## src/design/hss_pkg.sv

```systemverilog
// Shared types, constants and slot tables for the half-shell neighbor stencil.
package hss_pkg;

  localparam int unsigned MaxCellsPerAxis = 64;

  localparam int unsigned AxisW  = 7;   // grid size registers
  localparam int unsigned CoordW = 6;   // cell coordinates
  localparam int unsigned IndexW = 18;  // flat cell index
  localparam int unsigned PlaneW = 13;  // grid_x * grid_y, at most 4096
  localparam int unsigned RowW   = AxisW + CoordW;
  localparam int unsigned SlotW  = 4;
  localparam int unsigned NumSlots = 14;

  localparam int unsigned QueueDepth = 2;
  localparam int unsigned QueuePtrW  = $clog2(QueueDepth);
  localparam int unsigned QueueCntW  = $clog2(QueueDepth + 1);

  typedef enum logic [7:0] {
    REG_GRID_X = 8'd0,
    REG_GRID_Y = 8'd1,
    REG_GRID_Z = 8'd2,
    REG_TWO_D  = 8'd3
  } reg_idx_e;

  // Neighbor offsets of each stencil slot, one bit per slot.
  localparam logic [NumSlots-1:0] DxNeg = 14'b00_0010_0110_0110;
  localparam logic [NumSlots-1:0] DxPos = 14'b01_1001_0001_0000;
  localparam logic [NumSlots-1:0] DyNeg = 14'b00_0001_1011_1010;
  localparam logic [NumSlots-1:0] DyPos = 14'b00_1110_0000_0000;
  localparam logic [NumSlots-1:0] DzNeg = 14'b11_1111_1110_0000;

  typedef struct packed {
    logic [AxisW-1:0]  grid_x;
    logic [AxisW-1:0]  grid_y;
    logic [AxisW-1:0]  grid_z;
    logic              two_d;
    logic [PlaneW-1:0] plane;
  } cfg_t;

  typedef struct packed {
    logic [IndexW-1:0]   base;
    logic [NumSlots-1:0] mask;
    logic                bad;
  } qent_t;

endpackage

```

## src/design/half_shell_neighbor_cell_stencil.sv

```systemverilog
// Top level of the half-shell neighbor stencil: configuration registers and the two halves.
//
// Input side is a queue: an item (cell_x_i, cell_y_i, cell_z_i) is taken at a clock
// edge with push high and full low. Result side is a queue too: while empty is low the
// oldest result sits on cell_index_o, stencil_slot_o, last_o and bad_cell_o, and it is
// taken at an edge with pop high. Each item yields 1 to 14 results, the final one
// marked by last_o; a cell outside the domain yields one result with bad_cell_o set.
// On an idle block a taken item passes the front register, the queue and the back end's
// working register before its first result reaches the output register. The back end
// emits one result per cycle while the output register is free or being popped, and the
// front end and a two-entry queue take new items meanwhile. Configuration writes are always
// ready and must be made only while the block is idle. Reset empties all stages and loads
// grid sizes of 64 in 3D mode. When pop is held low, results wait in the output register,
// the back end stops, then the queue fills and full rises.
module half_shell_neighbor_cell_stencil (
  input  logic                       clk_i,
  input  logic                       rst_ni,
  input  logic                       cfg_valid_i,
  output logic                       cfg_ready_o,
  input  logic [7:0]                 cfg_index_i,
  input  logic [7:0]                 cfg_data_i,
  input  logic                       push,
  output logic                       full,
  input  logic [hss_pkg::CoordW-1:0] cell_x_i,
  input  logic [hss_pkg::CoordW-1:0] cell_y_i,
  input  logic [hss_pkg::CoordW-1:0] cell_z_i,
  output logic                       empty,
  input  logic                       pop,
  output logic [hss_pkg::IndexW-1:0] cell_index_o,
  output logic [hss_pkg::SlotW-1:0]  stencil_slot_o,
  output logic                       last_o,
  output logic                       bad_cell_o
);

  logic [hss_pkg::AxisW-1:0]  gx_q, gy_q, gz_q;
  logic                       two_d_q;
  logic [hss_pkg::PlaneW-1:0] plane_q;
  logic [hss_pkg::AxisW-1:0]  wval;
  logic [2*hss_pkg::AxisW-1:0] plane_wx, plane_wy;
  hss_pkg::cfg_t  cfg;
  hss_pkg::qent_t fq_wdata, fq_rdata;
  logic fq_wvalid, fq_full, fq_rvalid, fq_pop;

  assign cfg_ready_o = 1'b1;

  // Only the low AxisW bits of the data are used; grid sizes above the largest supported axis saturate.
  assign wval = (cfg_data_i[hss_pkg::AxisW-1:0] > hss_pkg::AxisW'(hss_pkg::MaxCellsPerAxis)) ?
                hss_pkg::AxisW'(hss_pkg::MaxCellsPerAxis) : cfg_data_i[hss_pkg::AxisW-1:0];

  // The layer size is updated in the same write as the grid size it depends on.
  assign plane_wx = (2*hss_pkg::AxisW)'(wval) * (2*hss_pkg::AxisW)'(gy_q);
  assign plane_wy = (2*hss_pkg::AxisW)'(gx_q) * (2*hss_pkg::AxisW)'(wval);

  always_ff @(posedge clk_i or negedge rst_ni) begin
    if (!rst_ni) begin
      gx_q    <= hss_pkg::AxisW'(hss_pkg::MaxCellsPerAxis);
      gy_q    <= hss_pkg::AxisW'(hss_pkg::MaxCellsPerAxis);
      gz_q    <= hss_pkg::AxisW'(hss_pkg::MaxCellsPerAxis);
      two_d_q <= 1'b0;
      plane_q <= hss_pkg::PlaneW'(hss_pkg::MaxCellsPerAxis * hss_pkg::MaxCellsPerAxis);
    end else if (cfg_valid_i && cfg_ready_o) begin
      unique case (cfg_index_i)
        hss_pkg::REG_GRID_X: begin
          gx_q    <= wval;
          plane_q <= plane_wx[hss_pkg::PlaneW-1:0];
        end
        hss_pkg::REG_GRID_Y: begin
          gy_q    <= wval;
          plane_q <= plane_wy[hss_pkg::PlaneW-1:0];
        end
        hss_pkg::REG_GRID_Z: gz_q    <= wval;
        hss_pkg::REG_TWO_D:  two_d_q <= cfg_data_i[0];
        default: ;
      endcase
    end
  end

  assign cfg.grid_x = gx_q;
  assign cfg.grid_y = gy_q;
  assign cfg.grid_z = gz_q;
  assign cfg.two_d  = two_d_q;
  assign cfg.plane  = plane_q;

  hss_front u_front (
    .clk_i     (clk_i),
    .rst_ni    (rst_ni),
    .cfg_i     (cfg),
    .push_i    (push),
    .full_o    (full),
    .cell_x_i  (cell_x_i),
    .cell_y_i  (cell_y_i),
    .cell_z_i  (cell_z_i),
    .q_valid_o (fq_wvalid),
    .q_full_i  (fq_full),
    .q_data_o  (fq_wdata)
  );

  hss_fifo u_fifo (
    .clk_i      (clk_i),
    .rst_ni     (rst_ni),
    .wr_valid_i (fq_wvalid),
    .full_o     (fq_full),
    .wr_data_i  (fq_wdata),
    .rd_valid_o (fq_rvalid),
    .rd_pop_i   (fq_pop),
    .rd_data_o  (fq_rdata)
  );

  hss_back u_back (
    .clk_i          (clk_i),
    .rst_ni         (rst_ni),
    .cfg_i          (cfg),
    .q_valid_i      (fq_rvalid),
    .q_pop_o        (fq_pop),
    .q_data_i       (fq_rdata),
    .empty_o        (empty),
    .pop_i          (pop),
    .cell_index_o   (cell_index_o),
    .stencil_slot_o (stencil_slot_o),
    .last_o         (last_o),
    .bad_cell_o     (bad_cell_o)
  );

endmodule

```

## src/design/hss_fifo.sv

```systemverilog
// Short queue of classified items between the front and the back.
module hss_fifo (
  input  logic          clk_i,
  input  logic          rst_ni,
  input  logic          wr_valid_i,
  output logic          full_o,
  input  hss_pkg::qent_t wr_data_i,
  output logic          rd_valid_o,
  input  logic          rd_pop_i,
  output hss_pkg::qent_t rd_data_o
);

  hss_pkg::qent_t mem_q [hss_pkg::QueueDepth];
  logic [hss_pkg::QueuePtrW-1:0] wr_ptr_q, wr_ptr_d;
  logic [hss_pkg::QueuePtrW-1:0] rd_ptr_q, rd_ptr_d;
  logic [hss_pkg::QueueCntW-1:0] cnt_q, cnt_d;
  logic do_wr, do_rd;

  assign full_o     = (cnt_q == hss_pkg::QueueCntW'(hss_pkg::QueueDepth));
  assign rd_valid_o = (cnt_q != '0);
  assign do_wr      = wr_valid_i && !full_o;
  assign do_rd      = rd_pop_i && rd_valid_o;
  assign rd_data_o  = mem_q[rd_ptr_q];

  always_comb begin
    wr_ptr_d = wr_ptr_q;
    rd_ptr_d = rd_ptr_q;
    cnt_d    = cnt_q;
    if (do_wr) begin
      wr_ptr_d = (wr_ptr_q == hss_pkg::QueuePtrW'(hss_pkg::QueueDepth - 1)) ? '0 :
                 wr_ptr_q + 1'b1;
    end
    if (do_rd) begin
      rd_ptr_d = (rd_ptr_q == hss_pkg::QueuePtrW'(hss_pkg::QueueDepth - 1)) ? '0 :
                 rd_ptr_q + 1'b1;
    end
    if (do_wr && !do_rd) begin
      cnt_d = cnt_q + 1'b1;
    end else if (do_rd && !do_wr) begin
      cnt_d = cnt_q - 1'b1;
    end
  end

  always_ff @(posedge clk_i or negedge rst_ni) begin
    if (!rst_ni) begin
      wr_ptr_q <= '0;
      rd_ptr_q <= '0;
      cnt_q    <= '0;
    end else begin
      wr_ptr_q <= wr_ptr_d;
      rd_ptr_q <= rd_ptr_d;
      cnt_q    <= cnt_d;
    end
  end

  always_ff @(posedge clk_i) begin
    if (do_wr) begin
      mem_q[wr_ptr_q] <= wr_data_i;
    end
  end

endmodule

```

## src/design/hss_front.sv

```systemverilog
// Front end: accepts cells, checks the domain, builds the slot mask and the base index.
module hss_front (
  input  logic                       clk_i,
  input  logic                       rst_ni,
  input  hss_pkg::cfg_t              cfg_i,
  input  logic                       push_i,
  output logic                       full_o,
  input  logic [hss_pkg::CoordW-1:0] cell_x_i,
  input  logic [hss_pkg::CoordW-1:0] cell_y_i,
  input  logic [hss_pkg::CoordW-1:0] cell_z_i,
  output logic                       q_valid_o,
  input  logic                       q_full_i,
  output hss_pkg::qent_t             q_data_o
);

  logic accept, advance;
  logic okx, oky, okz, lo_x, lo_y, hi_x, hi_y, below, bad;
  logic [hss_pkg::NumSlots-1:0] mask;
  logic [hss_pkg::AxisW-1:0] x_ext, y_ext, z_ext;
  logic [hss_pkg::RowW-1:0] row;
  logic [hss_pkg::PlaneW+hss_pkg::CoordW-1:0] plane;

  logic                         vld_q;
  logic [hss_pkg::CoordW-1:0]   x_q;
  logic [hss_pkg::RowW-1:0]     row_q;
  logic [hss_pkg::IndexW-1:0]   plane_q;
  logic [hss_pkg::NumSlots-1:0] mask_q;
  logic                         bad_q;

  assign advance = vld_q && !q_full_i;
  assign full_o  = vld_q && q_full_i;
  assign accept  = push_i && !full_o;

  assign x_ext = hss_pkg::AxisW'(cell_x_i);
  assign y_ext = hss_pkg::AxisW'(cell_y_i);
  assign z_ext = hss_pkg::AxisW'(cell_z_i);

  always_comb begin
    okx   = (cell_x_i != '0) && (x_ext + 7'd2 <= cfg_i.grid_x);
    oky   = (cell_y_i != '0) && (y_ext + 7'd2 <= cfg_i.grid_y);
    okz   = cfg_i.two_d ? (cell_z_i == '0) :
            ((cell_z_i != '0) && (z_ext + 7'd2 <= cfg_i.grid_z));
    bad   = !(okx && oky && okz);
    lo_x  = (cell_x_i >= 6'd2);
    lo_y  = (cell_y_i >= 6'd2);
    hi_x  = (x_ext + 7'd3 <= cfg_i.grid_x);
    hi_y  = (y_ext + 7'd3 <= cfg_i.grid_y);
    below = !cfg_i.two_d && (cell_z_i >= 6'd2);

    mask[0]  = 1'b1;
    mask[1]  = lo_x && lo_y;
    mask[2]  = lo_x;
    mask[3]  = lo_y;
    mask[4]  = hi_x && lo_y;
    mask[5]  = below && lo_x && lo_y;
    mask[6]  = below && lo_x;
    mask[7]  = below && lo_y;
    mask[8]  = below && hi_x && lo_y;
    mask[9]  = below && lo_x && hi_y;
    mask[10] = below && hi_y;
    mask[11] = below && hi_x && hi_y;
    mask[12] = below && hi_x;
    mask[13] = below;
    if (bad) begin
      mask = hss_pkg::NumSlots'(1);
    end

    row   = hss_pkg::RowW'(cfg_i.grid_x) * hss_pkg::RowW'(cell_y_i);
    plane = (hss_pkg::PlaneW+hss_pkg::CoordW)'(cfg_i.plane) *
            (hss_pkg::PlaneW+hss_pkg::CoordW)'(cell_z_i);
  end

  always_ff @(posedge clk_i or negedge rst_ni) begin
    if (!rst_ni) begin
      vld_q <= 1'b0;
    end else if (accept) begin
      vld_q <= 1'b1;
    end else if (advance) begin
      vld_q <= 1'b0;
    end
  end

  always_ff @(posedge clk_i) begin
    if (accept) begin
      x_q     <= cell_x_i;
      row_q   <= row;
      plane_q <= plane[hss_pkg::IndexW-1:0];
      mask_q  <= mask;
      bad_q   <= bad;
    end
  end

  assign q_valid_o     = vld_q;
  assign q_data_o.mask = mask_q;
  assign q_data_o.bad  = bad_q;
  assign q_data_o.base = bad_q ? '0 :
                         hss_pkg::IndexW'(x_q) + hss_pkg::IndexW'(row_q) + plane_q;

endmodule

```

## src/design/hss_back.sv

```systemverilog
// Back end: walks the slot mask of each item and emits one neighbor index per cycle while the output can take it.
module hss_back (
  input  logic                         clk_i,
  input  logic                         rst_ni,
  input  hss_pkg::cfg_t                cfg_i,
  input  logic                         q_valid_i,
  output logic                         q_pop_o,
  input  hss_pkg::qent_t               q_data_i,
  output logic                         empty_o,
  input  logic                         pop_i,
  output logic [hss_pkg::IndexW-1:0]   cell_index_o,
  output logic [hss_pkg::SlotW-1:0]    stencil_slot_o,
  output logic                         last_o,
  output logic                         bad_cell_o
);

  logic                         act_q;
  logic [hss_pkg::NumSlots-1:0] mask_q;
  logic [hss_pkg::IndexW-1:0]   base_q;
  logic                         bad_q;

  logic                         ovld_q;
  logic [hss_pkg::IndexW-1:0]   oidx_q;
  logic [hss_pkg::SlotW-1:0]    oslot_q;
  logic                         olast_q;
  logic                         obad_q;

  logic out_rdy, emit, done, load;
  logic [hss_pkg::NumSlots-1:0] pick, rest;
  logic [hss_pkg::SlotW-1:0]    slot;
  logic [hss_pkg::IndexW-1:0]   gx_term, gxy_term, idx;

  assign out_rdy = !ovld_q || pop_i;
  assign emit    = act_q && out_rdy;

  // Lowest remaining slot goes out first, which is the stencil order.
  always_comb begin
    pick = mask_q & (~mask_q + 1'b1);
    rest = mask_q & ~pick;
    slot = '0;
    for (int i = 0; i < hss_pkg::NumSlots; i++) begin
      if (pick[i]) begin
        slot = hss_pkg::SlotW'(i);
      end
    end
    gx_term  = hss_pkg::IndexW'(cfg_i.grid_x);
    gxy_term = hss_pkg::IndexW'(cfg_i.plane);
    idx = base_q;
    if (|(pick & hss_pkg::DxNeg)) idx = idx - 1'b1;
    if (|(pick & hss_pkg::DxPos)) idx = idx + 1'b1;
    if (|(pick & hss_pkg::DyNeg)) idx = idx - gx_term;
    if (|(pick & hss_pkg::DyPos)) idx = idx + gx_term;
    if (|(pick & hss_pkg::DzNeg)) idx = idx - gxy_term;
  end

  assign done    = emit && (rest == '0);
  assign load    = q_valid_i && (!act_q || done);
  assign q_pop_o = load;

  always_ff @(posedge clk_i or negedge rst_ni) begin
    if (!rst_ni) begin
      act_q  <= 1'b0;
      ovld_q <= 1'b0;
    end else begin
      if (load) begin
        act_q <= 1'b1;
      end else if (done) begin
        act_q <= 1'b0;
      end
      if (emit) begin
        ovld_q <= 1'b1;
      end else if (pop_i) begin
        ovld_q <= 1'b0;
      end
    end
  end

  always_ff @(posedge clk_i) begin
    if (load) begin
      mask_q <= q_data_i.mask;
      base_q <= q_data_i.base;
      bad_q  <= q_data_i.bad;
    end else if (emit) begin
      mask_q <= rest;
    end
    if (emit) begin
      oidx_q  <= idx;
      oslot_q <= slot;
      olast_q <= (rest == '0);
      obad_q  <= bad_q;
    end
  end

  assign empty_o        = !ovld_q;
  assign cell_index_o   = oidx_q;
  assign stencil_slot_o = oslot_q;
  assign last_o         = olast_q;
  assign bad_cell_o     = obad_q;

endmodule
```

## config.mk

```make
export PLATFORM = sky130hd
export DESIGN_NAME = half_shell_neighbor_cell_stencil
export DESIGN_NICKNAME = d
export VERILOG_FILES = /design/src/design/hss_pkg.sv /design/src/design/half_shell_neighbor_cell_stencil.sv /design/src/design/hss_fifo.sv /design/src/design/hss_front.sv /design/src/design/hss_back.sv
export SDC_FILE = /design/constraint.sdc
export NUM_CORES = 1
export LEC_CHECK = 0
export ABC_AREA = 1
export BUFFER_PORTS_ARGS = -buffer_cell sky130_fd_sc_hd__clkbuf_2
export CORE_MARGIN = 2
export CORE_UTILIZATION = 58
export DETAILED_ROUTE_END_ITERATION = 7
export GPL_TIMING_DRIVEN = 0
export PLACE_DENSITY = 0.84
export SLEW_MARGIN = 20
export SYNTH_ARGS = -nofsm -noshare
export SYNTH_HDL_FRONTEND = slang
export SYNTH_SLANG_ARGS = --single-unit
```

## constraint.sdc

```tcl
create_clock -name clk_i -period 5.9 [get_ports clk_i]
set_input_delay 0.59 -clock clk_i [delete_from_list [all_inputs] [get_ports clk_i]]
set_output_delay 0.59 -clock clk_i [all_outputs]
set_load 0.05 [all_outputs]
```

==> metrics <==
initial antenna violation count=0; Design Area, Final=approximately 22000 um^2; Worst R2R Start=u_back.mask_q[0]; wire per inst=~17 um; worst-margin pin slew=1.04 ns; Residual DRC=0; maximum vdd drop=384 uV; via count=16800; fin crit period=6.16 ns; IO Port Bufs=59; R2R depth=40; library cells used by synthesis=53; hold crit path type=primary input to async pin; leakage power=0.0110 uW; Finished Core Util=0.665; Tcrit/Tclk final=1.04; Die Area=35600 um^2; status=finished, violations left; detailed-route vias per instance=5.57; slowest CP cell=edfxtp_1; PwrDens=539 nW/um^2; die height=189 um; Worst Path Class, Setup=flop to flop; Syn Std Cell Area=~20000 um^2; Area after DPL=20700 um^2; number of global-route vias before repair=17000; TritonCTS buffer count=23; Fin. Hold Viols=0; Pint=just over 6000 uW; Post-synth EDFFs=172; Net Count, Synth=approximately 2800; sw frac=0.483; die width=between 150 and 200 um; R2R setup slack=-0.26 ns; worst path required time=6.20 ns; CTS tree=done; H-tree Lvls=1; area growth from synthesis to layout=12.8%; Hold Buf Count CTS=0; Worst-path clk slew=0.06 ns; RR Endpoint=u_back.cell_index_o[16]; CTS Sinks=214; Top FF cell, synth=edfxtp_1; Detailed Place HPWL=~38000 um; FFs w/ async S/R, synth=0.196; Rel. slew slack=0.304; critical path capture point type=flop; CTS Buffer Depth=3; Worst path max stage delay=0.44 ns; register area share after synthesis=0.315; clk_lat worst skew=0.54 ns; RSZ-0062 raised after global routing=true; Min Hold Slack=0.108 ns; NetSw=5810 uW; crit path max fanout=4; sequential share of power=0.226; final wirelength=49900 um; CTS root buf=clkbuf_16; critical path arrival=about 6.5 ns; gr usage total=0.283; clock skew=0.0214 ns; DP Cell Count=2920; Post-Syn Area per Cell=8.20 um^2; Max-Cap Viols=0; total stage count of the critical path=40; DR pass1 iterations=5; initial DRC count=1239; Buf+Inv Stages, Crit Path=6; first-pass GRT wire length=81700 um; crit-path leading delay family=simple AND/OR/NAND/NOR gates; Worst setup SP type=flop; Nets=2904; synth warn=0; Comb power frac=0.655; Most Frequent Cell on Critical Path=nand2_1; grt ovf=0; fraction of final layout cells sized beyond drive strength 1=0.121; Setup-failing EPs final=4; f_max=0.162 GHz; pin count of the biggest net entering global routing=43; core area=33500 um^2; Finished Layout Cells=3009; Antenna Cells=0; # IOs=66; Yosys reg bits=roughly 210; Clk network pwr share=0.119; Cell Rows=67; fin worst setup slack=-0.264 ns; DRT antenna net count=0; Slew Limit Fails=0; Post-Syn Instances=2410; routability cong.=0.933; initial core utilization=0.590; violated checks=setup timing
stage by stage:
stage                     setup WS, ns  setup TNS, ns  power [uW]
after floorplan                0.00913              0        7700
after global placement          -0.857          -4.71        8930
after global routing            -0.632          -2.83       13000
after detailed placement         -1.06          -7.04        9290
after CTS                      -0.0652        -0.0998       11500
final                           -0.264         -0.710       12000
cell usage in the layout, fill, tap and decap left out, types with 16 or more instances in the layout:
master	count
fa_1	115
xnor2_1	34
buf_4	47
nand3_1	79
ha_1	191
nor2_2	18
clkbuf_1	52
a21oi_1	104
nand2_1	574
nand2_2	27
xor2_1	72
edfxtp_1	172
clkbuf_2	58
o21ai_0	91
inv_1	391
o21ai_2	16
nor2_1	189
a31oi_1	23
nor3_1	23
clkbuf_16	23
nor2_4	17
dfrtp_1	38
worst register-to-register path: cells and delay by family, from the launching register on:
family                     cells  cell delay [ns]
AOI/OAI and AO/OA              9             1.41
and+or+nand+nor               20             2.15
DFF                            1             0.44
buffers and inverters          6             0.54
xor gates and xnor gates       2             0.46
adders and majority gates      3             0.92
per-layer routing:
layer | global-route usage | wire, um | up-vias
met1 | 0.349 | 19800 | 7978
li1 | - | - | 8012
met4 | 0.133 | 2600 | 0
met3 | 0.0304 | 2830 | 156
met2 | 0.497 | 24700 | 618
met5 | 0 | 0 | -
power groups by stage:
stage / combinational (uW) / clock, uW / sequential, uW
after detailed placement: 6550 / 0 / 2740
after CTS: 7340 / 1440 / 2710
after global routing: 8700 / 1500 / 2760
after floorplan: 4740 / 0 / 2960
final: 7880 / 1430 / 2720
after global placement: 6190 / 0 / 2730
final cells by class:
cell class                      count  area (um^2)
Inverter                          411         1550
Fill cell                        2609        11200
Tap cell                          448          561
Multi-Input combinational cell   1728        12200
Buffer                             56          238
Clock buffer                       27          591
Sequential cell                   214         6220
Timing Repair Buffer              112          761
Clock inverter                     13          144
timing repair:
item                       4_1_cts  5_1_grt
resized for setup               74       38
pin swaps                       51       26
setup endpoints to repair       11       11
cloned                           0        0
buffers inserted                40       12
Yosys cell counts (5+ instances only):
library cell,count,area share
nand2_1,585,0.11
inv_1,400,0.076
ha_1,203,0.13
nor2_1,199,0.038
edfxtp_1,172,0.26
fa_1,116,0.12
a21oi_1,115,0.029
o21ai_0,111,0.028
nand3_1,85,0.022
xor2_1,78,0.035
clkbuf_1,49,0.0093
dfrtp_1,38,0.048
xnor2_1,36,0.016
a31oi_1,24,0.0076
nor3_1,24,0.0061
nand2_2,17,0.0054
nor2_2,16,0.0051
or2_2,12,0.0038
nand4_1,11,0.0035
nor2_4,9,0.0051
nor4_1,9,0.0028
nand3b_1,8,0.0030
o211ai_1,7,0.0027
o21bai_1,7,0.0027
o21ai_1,6,0.0015
a211oi_1,5,0.0019
clkinv_1,5,0.00095
inv_2,5,0.00095
cells by family after synthesis:
family / count (synthesis) / share of synthesized area
flops: 214 / 0.315
mux: 2 / 0.00101
simple gates: 991 / 0.213
compound gates: 301 / 0.0843
xor+xnor: 114 / 0.0505
fa+ha+maj: 319 / 0.246
other cells: 1 / 0.000190
buf+inv: 468 / 0.0901
state kept, by name, indices dropped and copies added, names as in the netlist, 6 cells and up:
| signal | cells |
|---|---|
| gx_q | 7 |
| gy_q | 7 |
| gz_q | 7 |
| plane_q | 13 |
| u_back.base_q | 18 |
| u_back.cell_index_o | 18 |
| u_back.mask_q | 14 |
| u_fifo.mem_q | 64 |
| u_front.mask_q | 13 |
| u_front.plane_q | 18 |
| u_front.row_q | 13 |
| u_front.x_q | 6 |
worst max-delay path by stage:
stage / endpoint / from / slack [ns]
floorplan: u_back.cell_index_o[17] / u_back.mask_q[2] / 0.009
global placement: u_back.cell_index_o[17] / u_back.mask_q[2] / -0.86
detailed placement: u_back.cell_index_o[16] / u_back.mask_q[1] / -1.06
CTS: u_back.cell_index_o[17] / u_back.mask_q[1] / -0.07
global route: u_back.cell_index_o[16] / u_back.mask_q[0] / -0.63
finish: u_back.cell_index_o[16] / u_back.mask_q[0] / -0.26
Note: power is estimated with default switching activity, not from simulation.
